--- src/rtl/phcb_pkg.sv ---
// package with types, sizes and states of the plane hit cluster builder
package phcb_pkg;

  localparam int MAX_HITS  = 64;
  localparam int CNT_W     = $clog2(MAX_HITS + 1);
  localparam int IDX_W     = $clog2(MAX_HITS);
  localparam int SUM_W     = $clog2(255 * MAX_HITS + 1);
  localparam int DIV_W     = SUM_W + 8;
  localparam int DIV_CNT_W = $clog2(DIV_W);
  localparam int CUT_W     = 9;
  localparam logic [CUT_W-1:0] CUT_RESET = CUT_W'(2);

  localparam logic OP_START  = 1'b0;
  localparam logic OP_APPEND = 1'b1;

  typedef struct packed {
    logic        op;
    logic [7:0]  hit_x;
    logic [7:0]  hit_y;
    logic [15:0] hit_z;
    logic [7:0]  chamber_id;
  } in_item_t;

  typedef struct packed {
    logic        accepted;
    logic        store_full;
    logic [6:0]  hit_count;
    logic [15:0] centre_x;
    logic [15:0] centre_y;
    logic [15:0] centre_z;
  } out_item_t;

  typedef enum logic [2:0] {
    ST_IDLE,
    ST_EVAL,
    ST_SCAN,
    ST_DIV_LOAD,
    ST_DIV,
    ST_FIN
  } state_e;

  typedef struct packed {
    logic capture;
    logic start_cluster;
    logic scan_init;
    logic scan_en;
    logic append;
    logic set_full;
    logic div_load;
    logic div_step;
    logic out_load;
  } cmd_t;

  typedef struct packed {
    logic op;
    logic eligible;
    logic full;
    logic cmp_near;
    logic cmp_last;
    logic div_last;
    logic out_busy;
  } status_t;

endpackage

--- src/rtl/phcb_ctrl.sv ---
// controller state machine of the plane hit cluster builder
module phcb_ctrl
  import phcb_pkg::*;
(
  input  logic    clk_i,
  input  logic    rst_ni,
  input  logic    in_valid_i,
  output logic    in_ready_o,
  input  status_t status_i,
  output cmd_t    cmd_o
);

  state_e state_q, state_d;

  always_ff @(posedge clk_i or negedge rst_ni) begin
    if (!rst_ni) begin
      state_q <= ST_IDLE;
    end else begin
      state_q <= state_d;
    end
  end

  always_comb begin
    state_d    = state_q;
    cmd_o      = '0;
    in_ready_o = 1'b0;
    unique case (state_q)
      ST_IDLE: begin
        in_ready_o = 1'b1;
        if (in_valid_i) begin
          cmd_o.capture = 1'b1;
          state_d       = ST_EVAL;
        end
      end
      ST_EVAL: begin
        if (status_i.op == OP_START) begin
          cmd_o.start_cluster = 1'b1;
          state_d             = ST_DIV_LOAD;
        end else if (status_i.eligible) begin
          cmd_o.scan_init = 1'b1;
          state_d         = ST_SCAN;
        end else begin
          state_d = ST_DIV_LOAD;
        end
      end
      ST_SCAN: begin
        cmd_o.scan_en = 1'b1;
        if (status_i.cmp_near) begin
          if (status_i.full) begin
            cmd_o.set_full = 1'b1;
          end else begin
            cmd_o.append = 1'b1;
          end
          state_d = ST_DIV_LOAD;
        end else if (status_i.cmp_last) begin
          state_d = ST_DIV_LOAD;
        end
      end
      ST_DIV_LOAD: begin
        cmd_o.div_load = 1'b1;
        state_d        = ST_DIV;
      end
      ST_DIV: begin
        cmd_o.div_step = 1'b1;
        if (status_i.div_last) begin
          state_d = ST_FIN;
        end
      end
      ST_FIN: begin
        if (!status_i.out_busy) begin
          cmd_o.out_load = 1'b1;
          state_d        = ST_IDLE;
        end
      end
      default: begin
        state_d = ST_IDLE;
      end
    endcase
  end

endmodule

--- src/rtl/phcb_dpath.sv ---
// datapath: hit store, neighbor scan, sums, centroid dividers and result register
module phcb_dpath
  import phcb_pkg::*;
(
  input  logic             clk_i,
  input  logic             rst_ni,
  input  in_item_t         in_item_i,
  input  logic             cfg_we_i,
  input  logic [CUT_W-1:0] cfg_data_i,
  input  cmd_t             cmd_i,
  output status_t          status_o,
  output logic             out_valid_o,
  input  logic             out_ready_i,
  output out_item_t        out_item_o
);

  logic [7:0] mem_x [MAX_HITS];
  logic [7:0] mem_y [MAX_HITS];

  in_item_t          hit_q;
  logic [CUT_W-1:0]  cut_q;
  logic [CNT_W-1:0]  count_q;
  logic [SUM_W-1:0]  sum_x_q, sum_y_q;
  logic [7:0]        chamber_q;
  logic [15:0]       first_z_q;
  logic              acc_q, full_q;
  logic [CNT_W-1:0]  rd_idx_q;
  logic              pend_q;
  logic [7:0]        rd_x_q, rd_y_q;
  logic [DIV_W-1:0]  dvd_x_q, dvd_y_q;
  logic [CNT_W-1:0]  rem_x_q, rem_y_q;
  logic [DIV_CNT_W-1:0] div_cnt_q;
  logic              out_valid_q;
  out_item_t         out_item_q;

  logic [7:0] dx, dy, dmax;
  logic       near;
  logic       rd_en;
  logic [CNT_W:0] step_x, step_y;

  function automatic logic [CNT_W:0] div_bit(logic [CNT_W-1:0] rem, logic nb,
                                             logic [CNT_W-1:0] dsr);
    logic [CNT_W:0] sh;
    logic [CNT_W:0] df;
    sh = {rem, nb};
    df = sh - {1'b0, dsr};
    if (sh >= {1'b0, dsr}) begin
      return {df[CNT_W-1:0], 1'b1};
    end
    return {sh[CNT_W-1:0], 1'b0};
  endfunction

  assign dx    = (hit_q.hit_x > rd_x_q) ? hit_q.hit_x - rd_x_q : rd_x_q - hit_q.hit_x;
  assign dy    = (hit_q.hit_y > rd_y_q) ? hit_q.hit_y - rd_y_q : rd_y_q - hit_q.hit_y;
  assign dmax  = (dx > dy) ? dx : dy;
  assign near  = {1'b0, dmax} < cut_q;
  assign rd_en = cmd_i.scan_en && (rd_idx_q < count_q);

  assign step_x = div_bit(rem_x_q, dvd_x_q[DIV_W-1], count_q);
  assign step_y = div_bit(rem_y_q, dvd_y_q[DIV_W-1], count_q);

  always_comb begin
    status_o          = '0;
    status_o.op       = hit_q.op;
    status_o.eligible = (count_q != '0) && (hit_q.chamber_id == chamber_q);
    status_o.full     = count_q == CNT_W'(MAX_HITS);
    status_o.cmp_near = pend_q && near;
    status_o.cmp_last = pend_q && (rd_idx_q == count_q);
    status_o.div_last = div_cnt_q == DIV_CNT_W'(DIV_W - 1);
    status_o.out_busy = out_valid_q && !out_ready_i;
  end

  always_ff @(posedge clk_i or negedge rst_ni) begin
    if (!rst_ni) begin
      cut_q       <= CUT_RESET;
      count_q     <= '0;
      sum_x_q     <= '0;
      sum_y_q     <= '0;
      chamber_q   <= '0;
      first_z_q   <= '0;
      acc_q       <= 1'b0;
      full_q      <= 1'b0;
      rd_idx_q    <= '0;
      pend_q      <= 1'b0;
      div_cnt_q   <= '0;
      out_valid_q <= 1'b0;
    end else begin
      if (cfg_we_i) begin
        cut_q <= cfg_data_i;
      end
      if (cmd_i.capture) begin
        acc_q  <= 1'b0;
        full_q <= 1'b0;
      end
      if (cmd_i.start_cluster) begin
        count_q   <= CNT_W'(1);
        sum_x_q   <= SUM_W'(hit_q.hit_x);
        sum_y_q   <= SUM_W'(hit_q.hit_y);
        chamber_q <= hit_q.chamber_id;
        first_z_q <= hit_q.hit_z;
        acc_q     <= 1'b1;
      end
      if (cmd_i.append) begin
        count_q <= count_q + CNT_W'(1);
        sum_x_q <= sum_x_q + SUM_W'(hit_q.hit_x);
        sum_y_q <= sum_y_q + SUM_W'(hit_q.hit_y);
        acc_q   <= 1'b1;
      end
      if (cmd_i.set_full) begin
        full_q <= 1'b1;
      end
      if (cmd_i.scan_init) begin
        rd_idx_q <= '0;
        pend_q   <= 1'b0;
      end else if (cmd_i.scan_en) begin
        pend_q <= rd_en;
        if (rd_en) begin
          rd_idx_q <= rd_idx_q + CNT_W'(1);
        end
      end
      if (cmd_i.div_load) begin
        div_cnt_q <= '0;
      end else if (cmd_i.div_step) begin
        div_cnt_q <= div_cnt_q + DIV_CNT_W'(1);
      end
      if (cmd_i.out_load) begin
        out_valid_q <= 1'b1;
      end else if (out_ready_i) begin
        out_valid_q <= 1'b0;
      end
    end
  end

  always_ff @(posedge clk_i) begin
    if (cmd_i.capture) begin
      hit_q <= in_item_i;
    end
    if (cmd_i.start_cluster) begin
      mem_x[0] <= hit_q.hit_x;
      mem_y[0] <= hit_q.hit_y;
    end else if (cmd_i.append) begin
      mem_x[count_q[IDX_W-1:0]] <= hit_q.hit_x;
      mem_y[count_q[IDX_W-1:0]] <= hit_q.hit_y;
    end
    if (rd_en) begin
      rd_x_q <= mem_x[rd_idx_q[IDX_W-1:0]];
      rd_y_q <= mem_y[rd_idx_q[IDX_W-1:0]];
    end
    if (cmd_i.div_load) begin
      dvd_x_q <= {sum_x_q, 8'h00};
      dvd_y_q <= {sum_y_q, 8'h00};
      rem_x_q <= '0;
      rem_y_q <= '0;
    end else if (cmd_i.div_step) begin
      dvd_x_q <= {dvd_x_q[DIV_W-2:0], step_x[0]};
      dvd_y_q <= {dvd_y_q[DIV_W-2:0], step_y[0]};
      rem_x_q <= step_x[CNT_W:1];
      rem_y_q <= step_y[CNT_W:1];
    end
    if (cmd_i.out_load) begin
      out_item_q.accepted   <= acc_q;
      out_item_q.store_full <= full_q;
      out_item_q.hit_count  <= 7'(count_q);
      out_item_q.centre_x   <= (count_q == '0) ? 16'h0000 : 16'(dvd_x_q);
      out_item_q.centre_y   <= (count_q == '0) ? 16'h0000 : 16'(dvd_y_q);
      out_item_q.centre_z   <= first_z_q;
    end
  end

  assign out_valid_o = out_valid_q;
  assign out_item_o  = out_item_q;

endmodule

--- src/rtl/plane_hit_cluster_builder_top.sv ---
// top level of the plane hit cluster builder
// One request is handled at a time. A start request passes from acceptance
// through the evaluation, divider load, divide and finish states to a loaded
// result, and the block is then ready again; an append that reaches the
// neighbor scan also passes the scan state, in which the stored hits are read
// one per cycle through the single read port of the hit store, and the scan
// stops at the first near hit. DIV_W (22) one-bit restoring steps compute both
// centroid coordinates side by side. A new request is taken while the previous
// result still waits in the output register, but a finished result is loaded
// only once that register is free. The hit store is not cleared.
module plane_hit_cluster_builder_top
  import phcb_pkg::*;
(
  input  logic             clk_i,
  input  logic             rst_ni,
  input  logic             in_valid_i,
  output logic             in_ready_o,
  input  in_item_t         in_item_i,
  output logic             out_valid_o,
  input  logic             out_ready_i,
  output out_item_t        out_item_o,
  input  logic             cfg_we_i,
  input  logic [CUT_W-1:0] cfg_data_i
);

  cmd_t    cmd;
  status_t status;

  phcb_ctrl u_ctrl (
    .clk_i      (clk_i),
    .rst_ni     (rst_ni),
    .in_valid_i (in_valid_i),
    .in_ready_o (in_ready_o),
    .status_i   (status),
    .cmd_o      (cmd)
  );

  phcb_dpath u_dpath (
    .clk_i       (clk_i),
    .rst_ni      (rst_ni),
    .in_item_i   (in_item_i),
    .cfg_we_i    (cfg_we_i),
    .cfg_data_i  (cfg_data_i),
    .cmd_i       (cmd),
    .status_o    (status),
    .out_valid_o (out_valid_o),
    .out_ready_i (out_ready_i),
    .out_item_o  (out_item_o)
  );

  a_one_request: assert property (@(posedge clk_i) disable iff (!rst_ni)
    in_valid_i && in_ready_o |=> !in_ready_o)
    else $error("request accepted while another is in work");

  a_no_append_full: assert property (@(posedge clk_i) disable iff (!rst_ni)
    cmd.append |-> !status.full)
    else $error("hit appended to a full store");

  a_flags_exclusive: assert property (@(posedge clk_i) disable iff (!rst_ni)
    out_valid_o |-> !(out_item_o.accepted && out_item_o.store_full))
    else $error("result both accepted and full");

  a_load_free: assert property (@(posedge clk_i) disable iff (!rst_ni)
    cmd.out_load |-> !(out_valid_o && !out_ready_i))
    else $error("result register overwritten");

endmodule
--- config.mk ---
export PLATFORM = sky130hd
export DESIGN_NAME = plane_hit_cluster_builder_top
export DESIGN_NICKNAME = d
export VERILOG_FILES = /design/src/rtl/phcb_pkg.sv /design/src/rtl/phcb_ctrl.sv /design/src/rtl/phcb_dpath.sv /design/src/rtl/plane_hit_cluster_builder_top.sv
export SDC_FILE = /design/constraint.sdc
export NUM_CORES = 1
export LEC_CHECK = 0
export BUFFER_PORTS_ARGS = -buffer_cell sky130_fd_sc_hd__buf_2
export CAP_MARGIN = 20
export CORE_AREA = 2 2 261 520
export CTS_CLUSTER_DIAMETER = 150
export DETAILED_ROUTE_END_ITERATION = 6
export DIE_AREA = 0 0 263 522
export PLACE_DENSITY_LB_ADDON = 0.08
export SYNTH_ARGS = -nofsm -noshare
export SYNTH_HDL_FRONTEND = slang
export SYNTH_SLANG_ARGS = --single-unit
--- constraint.sdc ---
create_clock -name clk_i -period 12.45 [get_ports clk_i]
set_clock_uncertainty 0.1 [all_clocks]
set_input_delay 0.6225 -clock clk_i [delete_from_list [all_inputs] [get_ports clk_i]]
set_output_delay 0.6225 -clock clk_i [all_outputs]
set_load 0.005 [all_outputs]
; ---- Word-level counts from Yosys, hierarchy flattened
; Memory sizes are Yosys's and may differ from the RTL's. A register that Yosys moved wholly into a read port is not among the register bits.
; Index checks and enable logic that the tools add are counted.
[totals]
reg_bits = 243
mem_bits_rw = 1024
out_inout_bits = 59
wordCells = 149
mem_count = 2
[memory_table]
columns = name, words, width, rd, rd_clocked_by_memory_dff, write_ports, line_no
row1 = u_dpath.mem_x, 64, 8, 1, 1, 1, phcb_dpath.sv:17  ; logic [7:0] mem_x [MAX_HITS];
row2 = u_dpath.mem_y, 64, 8, 1, 1, 1, phcb_dpath.sv:18  ; logic [7:0] mem_y [MAX_HITS];
[op_classes]
add_sub_neg = 11
magnitude_cmp = 7
eq_ne = 13
n_mux = 66
reduce_logical = 20
[ops]
columns = cell, n
row1 = $mux W22, 4
row2 = $mux W8, 9
row3 = $mux W14, 4
row4 = $mux W7, 5
row5 = $sub A8 B8 Y8, 4
row6 = $mux W1, 31
row7 = $add A14 B8 Y14, 2
row8 = $gt A8 B8 Y1, 3
row9 = $mux W3, 6
row10 = $pmux W3 S6, 1
row11 = $ge A8 B7 Y1, 2
row12 = $reduce_or A8 Y1, 2
row13 = $add A7 B1 Y7 const B, 2
row14 = $sub A7 B7 Y7, 2
row15 = $mux W6, 2
row16 = $reduce_bool A2 Y1, 6
row17 = $mux W5, 2
row18 = $lt A8 B9 Y1, 1
row19 = $eq A8 B8 Y1, 1
row20 = $eq A7 B7 Y1, 1
row21 = $eq A7 B7 Y1 const B, 1
row22 = $logic_not A7 Y1, 1
row23 = $lt A7 B7 Y1, 1
row24 = $reduce_bool A7 Y1, 1
row25 = 14 further kinds, 23

; ---- Longest topological paths before layout
[logic_depth]
ltp_word = 13
depth_mapped = 32
mapped_depth_nobuf = 28

; ---- By module
; A second synthesis with hierarchy kept.
[hier_totals]
hier_cells = 2712
area_unflattened_um2 = 52193.8
[by_module_without_submodules]
columns = mod, instances, cells_per_inst, area_each_um2, seq_area_each_um2
row1 = phcb_dpath, 1, 2678, 51938.6, 37717.4
row2 = phcb_ctrl, 1, 34, 255.2, 75.1

; ---- Least setup slack after synthesis
; No wires, ideal clock.
[synth_timing]
path_kind = register to register
from = reg u_dpath.hit_q[35] (netlist name)
to = mem u_dpath.mem_x[47][0], enable pin
setup_ns = 0.430
t_arrival_ns = 7.391
path_slack_ns = 4.528
stages_incl_launch_ff = 29
path_buffers = 4
path_cell_list = edfxtp_1 ha_1 clkbuf_1 a21oi_1 a21oi_1 o32ai_1 buf_2 mux2i_1 o21ai_0 a31oi_1 xor2_1 inv_1 ha_1 a21o_1 a21oi_1 o211ai_1 nand2_1 clkbuf_1 inv_1 nand4_1 nand3_1 ha_1 a21oi_1 o21ai_0 a21oi_1 o311ai_1 or3_1 clkbuf_1 nor4_1
[synth_via]
elab_chain_len = 13
word_cells_on_any_way = 16
[synth_rtl]
columns = element, line_no
row1 = start: declaration, phcb_dpath.sv:20  ; in_item_t hit_q;
row2 = start signal: assignment, phcb_dpath.sv:136  ; hit_q <= in_item_i;
row3 = $sub A8 B8 Y8 or $gt A8 B8 Y1 (tied branches), phcb_dpath.sv:53  ; assign dx = (hit_q.hit_x > rd_x_q) ? hit_q.hit_x - rd_x_q : rd_x_q - hit_q.hit_x;
row4 = $mux W8 (*), phcb_dpath.sv:53
row5 = $gt A8 B8 Y1, phcb_dpath.sv:55  ; assign dmax = (dx > dy) ? dx : dy;
row6 = $mux W8 (*), phcb_dpath.sv:55
row7 = $lt A8 B9 Y1 (*), phcb_dpath.sv:56  ; assign near = {1'b0, dmax} < cut_q;
row8 = $logic_and A1 B1 Y1 (*), phcb_dpath.sv:67  ; status_o.cmp_near = pend_q && near;
row9 = $mux W2 (*), phcb_ctrl.sv:48  ; if (status_i.cmp_near) begin
row10 = $mux W3 (*), phcb_ctrl.sv:27  ; unique case (state_q)
row11 = $mux W1 (*), phcb_dpath.sv:141  ; end else if (cmd_i.append) begin
row12 = $mux W1 (*), phcb_dpath.sv:138  ; if (cmd_i.start_cluster) begin
row13 = $mux W1 (implied by the code) (*), phcb_dpath.sv:142  ; mem_x[count_q[IDX_W-1:0]] <= hit_q.hit_x;
row14 = $reduce_or A8 Y1 (no source line), -
row15 = $mux W6 (no source line) or $mux W1 (tied branches), -
row16 = end: declaration, phcb_dpath.sv:17
; Mark *: on every way between the ends. The rest lies on a longest branch, timed or not.

; ---- Worst setup path after layout
[layout_timing]
from = reg u_dpath.hit_q[32] (netlist name)
to = mem u_dpath.mem_x[57][6], enable pin
; The elaborated chain is that of the path after synthesis.

==> metrics.md <==
| Metric | Value |
|---|---|
| Status | complete, no violations |
| Crit path kind | register to register |
| Seq/Total Area, Yosys | 0.7312 |
| Worst VDD drop | 0.1791 mV |
| Clk pin slew, worst setup/hold paths | 0.06 ns |
| R2r setup slk | 3.92 ns |
| Fmax achieved | 117.2 MHz |
| Leak Pwr | 19.67 nW |
| Drt drc | 0 |
| Async SR Flop Fraction | 0.06781 |
| Gr ovfl total | 0 |
| RSZ-0062 raised after global routing | no |
| Post-synth top flop | edfxtp_1 |
| Internal power | 0.008743 W |
| Fin. Hold Viols | 0 |
| Drt total wl | 146900 um |
| Flop pwr share | 0.423 |
| Synth warn | 0 |
| Die ar. | 137300 um2 |
| H-tree depth | 3 |
| IO buf count | 113 |
| Area delta synth->final | 14.61% |
| Pre-Repair DR Iteration Count | 5 |
| Worst slew pin tran | 1.056 ns |
| Initial antenna violation count | 4 |
| Slowest-stage cell, CP | o32ai_2 |
| Leading area contributor after synthesis | edfxtp_1 |
| Area contributors post-synth | edfxtp_1, mux4_2, dfrtp_1, ha_1, dfxtp_1 |
| Core Footprint | 133600 um2 |
| Root Driver | clkbuf_16 |
| Num ports | 114 |
| Crit path time final | 8.530 ns |
| Placed cells | 4474 |
| Sink Count | 1283 |
| XOR/XNOR share of the synthesized area | 0.007117 |
| Layout Nets | 3061 |
| Worst Min Path Start | in_item_i[28] |
| Simple-gate share of the synthesized area | 0.03573 |
| Vias in the first global route | 28140 |
| Total track usage | 0.2166 |
| Largest net degree at the start of global routing | 142 |
| Clock insertion delay at the later pin of the skew report | 0.73 ns |
| Share of power burned in the clock network | 0.285 |
| Final slew viol count | 0 |
| Avg Cell Area, Syn | 19.60 um2 |
| Gate Count Post-Synth | 2637 |
| Filler instances | 11450 |
| Layout Cells excl Fill | 4746 |
| Arrival time of the worst setup path | 8.83 ns |
| Top layer in use | met5 |
| Chip Height | 522 um |
| CTS tree | built |
| Reg2reg start | u_dpath.hit_q[32]$_DFFE_PP_ |
| Routed vias | 25890 |
| # setup viols final | 0 |
| Netlist cell types | 67 |
| Share of cells above drive strength 1 | 0.2581 |
| Gate power share | 0.292 |
| Num CTS Buffers | 115 |
| Metal3 WL | 4773 um |
| Fin crit share | 0.6852 |
| Commonest non-fill, non-tap cell in the layout | edfxtp_1 |
| Adder-Cell Fraction of Synth Area | 0.02416 |
| Worst R2R End | u_dpath.mem_x[57][6]$_DFFE_PP_ |
| Crit path max fanout | 16 |
| Worst Hold Class | input pin to register |
| Setup TNS | 0 ns |
| Depth of the worst hold-timing path | 1 |
| DR WL met2 | 83670 um |
| Combinational family with the most area after synthesis | multiplexers |
| Reg2reg path depth | 30 |
| Slew margin rel. | 0.2957 |
| CP peak stage delay | 0.81 ns |
| Post-synthesis sequential element count | 1283 |
| Final antenna-violating net count | 0 |
| Post-synth top area share | 0.6774 |
| First-pass GRT wire length | 210000 um |
| Most frequent cells in the layout | edfxtp_1, mux4_2, nand2_1 |
| Switch Pwr | 0.004143 W |
| Final Wtd Congestion | 0.8313 |
| Cell Area, Synth | 51690 um2 |
| CP endpoint kind | register |
| Post-DR vias/cell | 5.455 |
| Syn_nets | 2787 |
| Max clock buf depth | 3 |
| Multiplexer share of the synthesized area | 0.1545 |
| Startpoint types | register |
| Chip width | 263 um |
| Synth Area in Compound Gates | 0.03140 |
| Row count | 190 |
| Maximum Capacitance Violations | 0 |
| CTS resizes | 0 |
| Power Density | 217.5 nW/um2 |
| EDFF count, synth | 1166 |
| Wl on met1 | 50580 um |
| Hpwl dp | 97130 um |
| WP data required | 12.75 ns |
| Sw frac | 0.3215 |
| Wirelength per Cell | 30.95 um |
| Initial Util | 0.3869 |
| Hold EP | u_dpath.hit_q[28]$_DFFE_PP_ |
| Initial drt markers | 1828 |
-- stage by stage --
step | instance area (um2) | worst slack (ns) | hold WS (ns) | power [W] | util
floorplan | 51690 | 4.528 | 0.2269 | 0.007898 | -
global placement | 54850 | 3.692 | 0.3200 | 0.009357 | 0.4106
detailed placement | 54880 | 3.737 | 0.3311 | 0.009391 | 0.4108
CTS | 59200 | 3.690 | 0.02480 | 0.01308 | 0.4431
global route | 59240 | 3.386 | 0.03430 | 0.01346 | 0.4434
finish | 59240 | 3.920 | 0.07431 | 0.01289 | 0.4434
-- cells in the mapped netlist (27+ instances only) --
library cell  count
a21oi_1          45
a22o_1           44
buf_2            30
clkbuf_1         74
dfrtp_1          86
dfxtp_1          30
edfxtp_1       1166
ha_1             87
inv_1            77
mux2i_1          34
mux4_2          336
nand2_1         154
nand3_1          27
nor2_1          108
nor2b_1          43
o21ai_0          53
-- power groups by stage --
stage | registers [W] | clock network, W | logic [W]
floorplan | 0.00547 | 0 | 0.00243
global placement | 0.00555 | 0 | 0.00381
detailed placement | 0.00555 | 0 | 0.00384
CTS | 0.00546 | 0.00376 | 0.00386
global route | 0.00548 | 0.00390 | 0.00407
finish | 0.00545 | 0.00367 | 0.00376
-- flip-flops by register name (all words and copies together) (netlist names) --
name,count
u_dpath.rd_y_q,8
u_dpath.cut_q,9
u_dpath.out_item_o,57
u_dpath.status_o,1
u_dpath.mem_y,512
u_dpath.rd_idx_q,7
u_dpath.sum_x_q,14
u_dpath.full_q,1
u_dpath.div_cnt_q,5
u_dpath.rd_x_q,8
u_dpath.hit_q,40
u_dpath.mem_x,512
u_dpath.rem_y_q,7
u_dpath.chamber_q,8
u_dpath.rem_x_q,7
u_ctrl.state_q,3
u_dpath.first_z_q,16
u_dpath.dvd_y_q,22
u_dpath.pend_q,1
u_dpath.dvd_x_q,22
u_dpath.sum_y_q,14
u_dpath.count_q,7
u_dpath.out_valid_o,1
u_dpath.acc_q,1
-- area by class of cell --
class	count	area [um2]	area share
clock buffers	141	3079	0.05198
well taps	1728	2162	0.03650
multi-input cells	1154	13110	0.2214
diodes	7	17.52	0.0002957
repair buffers	277	1994	0.03367
inverters	80	300.3	0.005069
flip-flops and latches	1283	37810	0.6382
clock inverters	76	764.5	0.01290
-- metal layers --
layer  vias to the layer above  GRT usage
li1                      11200          -
met1                     13900     0.2267
met2                       571     0.4246
met3                       210    0.02479
met4                         2     0.1048
met5                         -          0
-- cells by family (layout without fill, tap and decap cells) --
family / after synthesis / count (layout)
xor gates and xnor gates: 42 / 42
other: 0 / 7
buffers and inverters: 200 / 574
and+or+nand+nor: 403 / 403
muxes: 377 / 377
DFF: 1283 / 1283
adders and majority gates: 95 / 95
AOI/OAI and AO/OA: 237 / 237
-- what timing repair did --
action	4_1_cts	5_1_grt
buffers inserted	0	0
hold buffers	47	0
endpoints found under the setup margin	0	0
hold endpoints to repair	75	0
-- critical path, delay by kind of cell, from the launching register on --
kind	cells	cell delay, ns
AO/OA/AOI/OAI	10	2.55
AND/OR/NAND/NOR	9	2.03
buffers and inverters	5	1.16
adder cells (fa/ha/maj)	4	1.15
flip-flops	1	0.50
multiplexers	1	0.42
XOR/XNOR	1	0.24
-- how the worst max path moves through the flow --
stage          cells after the start                         from  slack [ns]                        endpoint
2_1_floorplan                     28  u_dpath.hit_q[35]$_DFFE_PP_        4.53  u_dpath.mem_x[47][0]$_DFFE_PP_
3_3_place_gp                      27  u_dpath.hit_q[26]$_DFFE_PP_        3.69  u_dpath.mem_x[59][5]$_DFFE_PP_
3_5_place_dp                      27  u_dpath.hit_q[27]$_DFFE_PP_        3.74  u_dpath.mem_y[34][5]$_DFFE_PP_
4_1_cts                           27  u_dpath.hit_q[27]$_DFFE_PP_        3.69  u_dpath.mem_y[34][7]$_DFFE_PP_
5_1_grt                           29  u_dpath.hit_q[32]$_DFFE_PP_        3.39  u_dpath.mem_x[50][6]$_DFFE_PP_
6_report                          30  u_dpath.hit_q[32]$_DFFE_PP_        3.92  u_dpath.mem_x[57][6]$_DFFE_PP_
(Power assumes the default switching activity.)
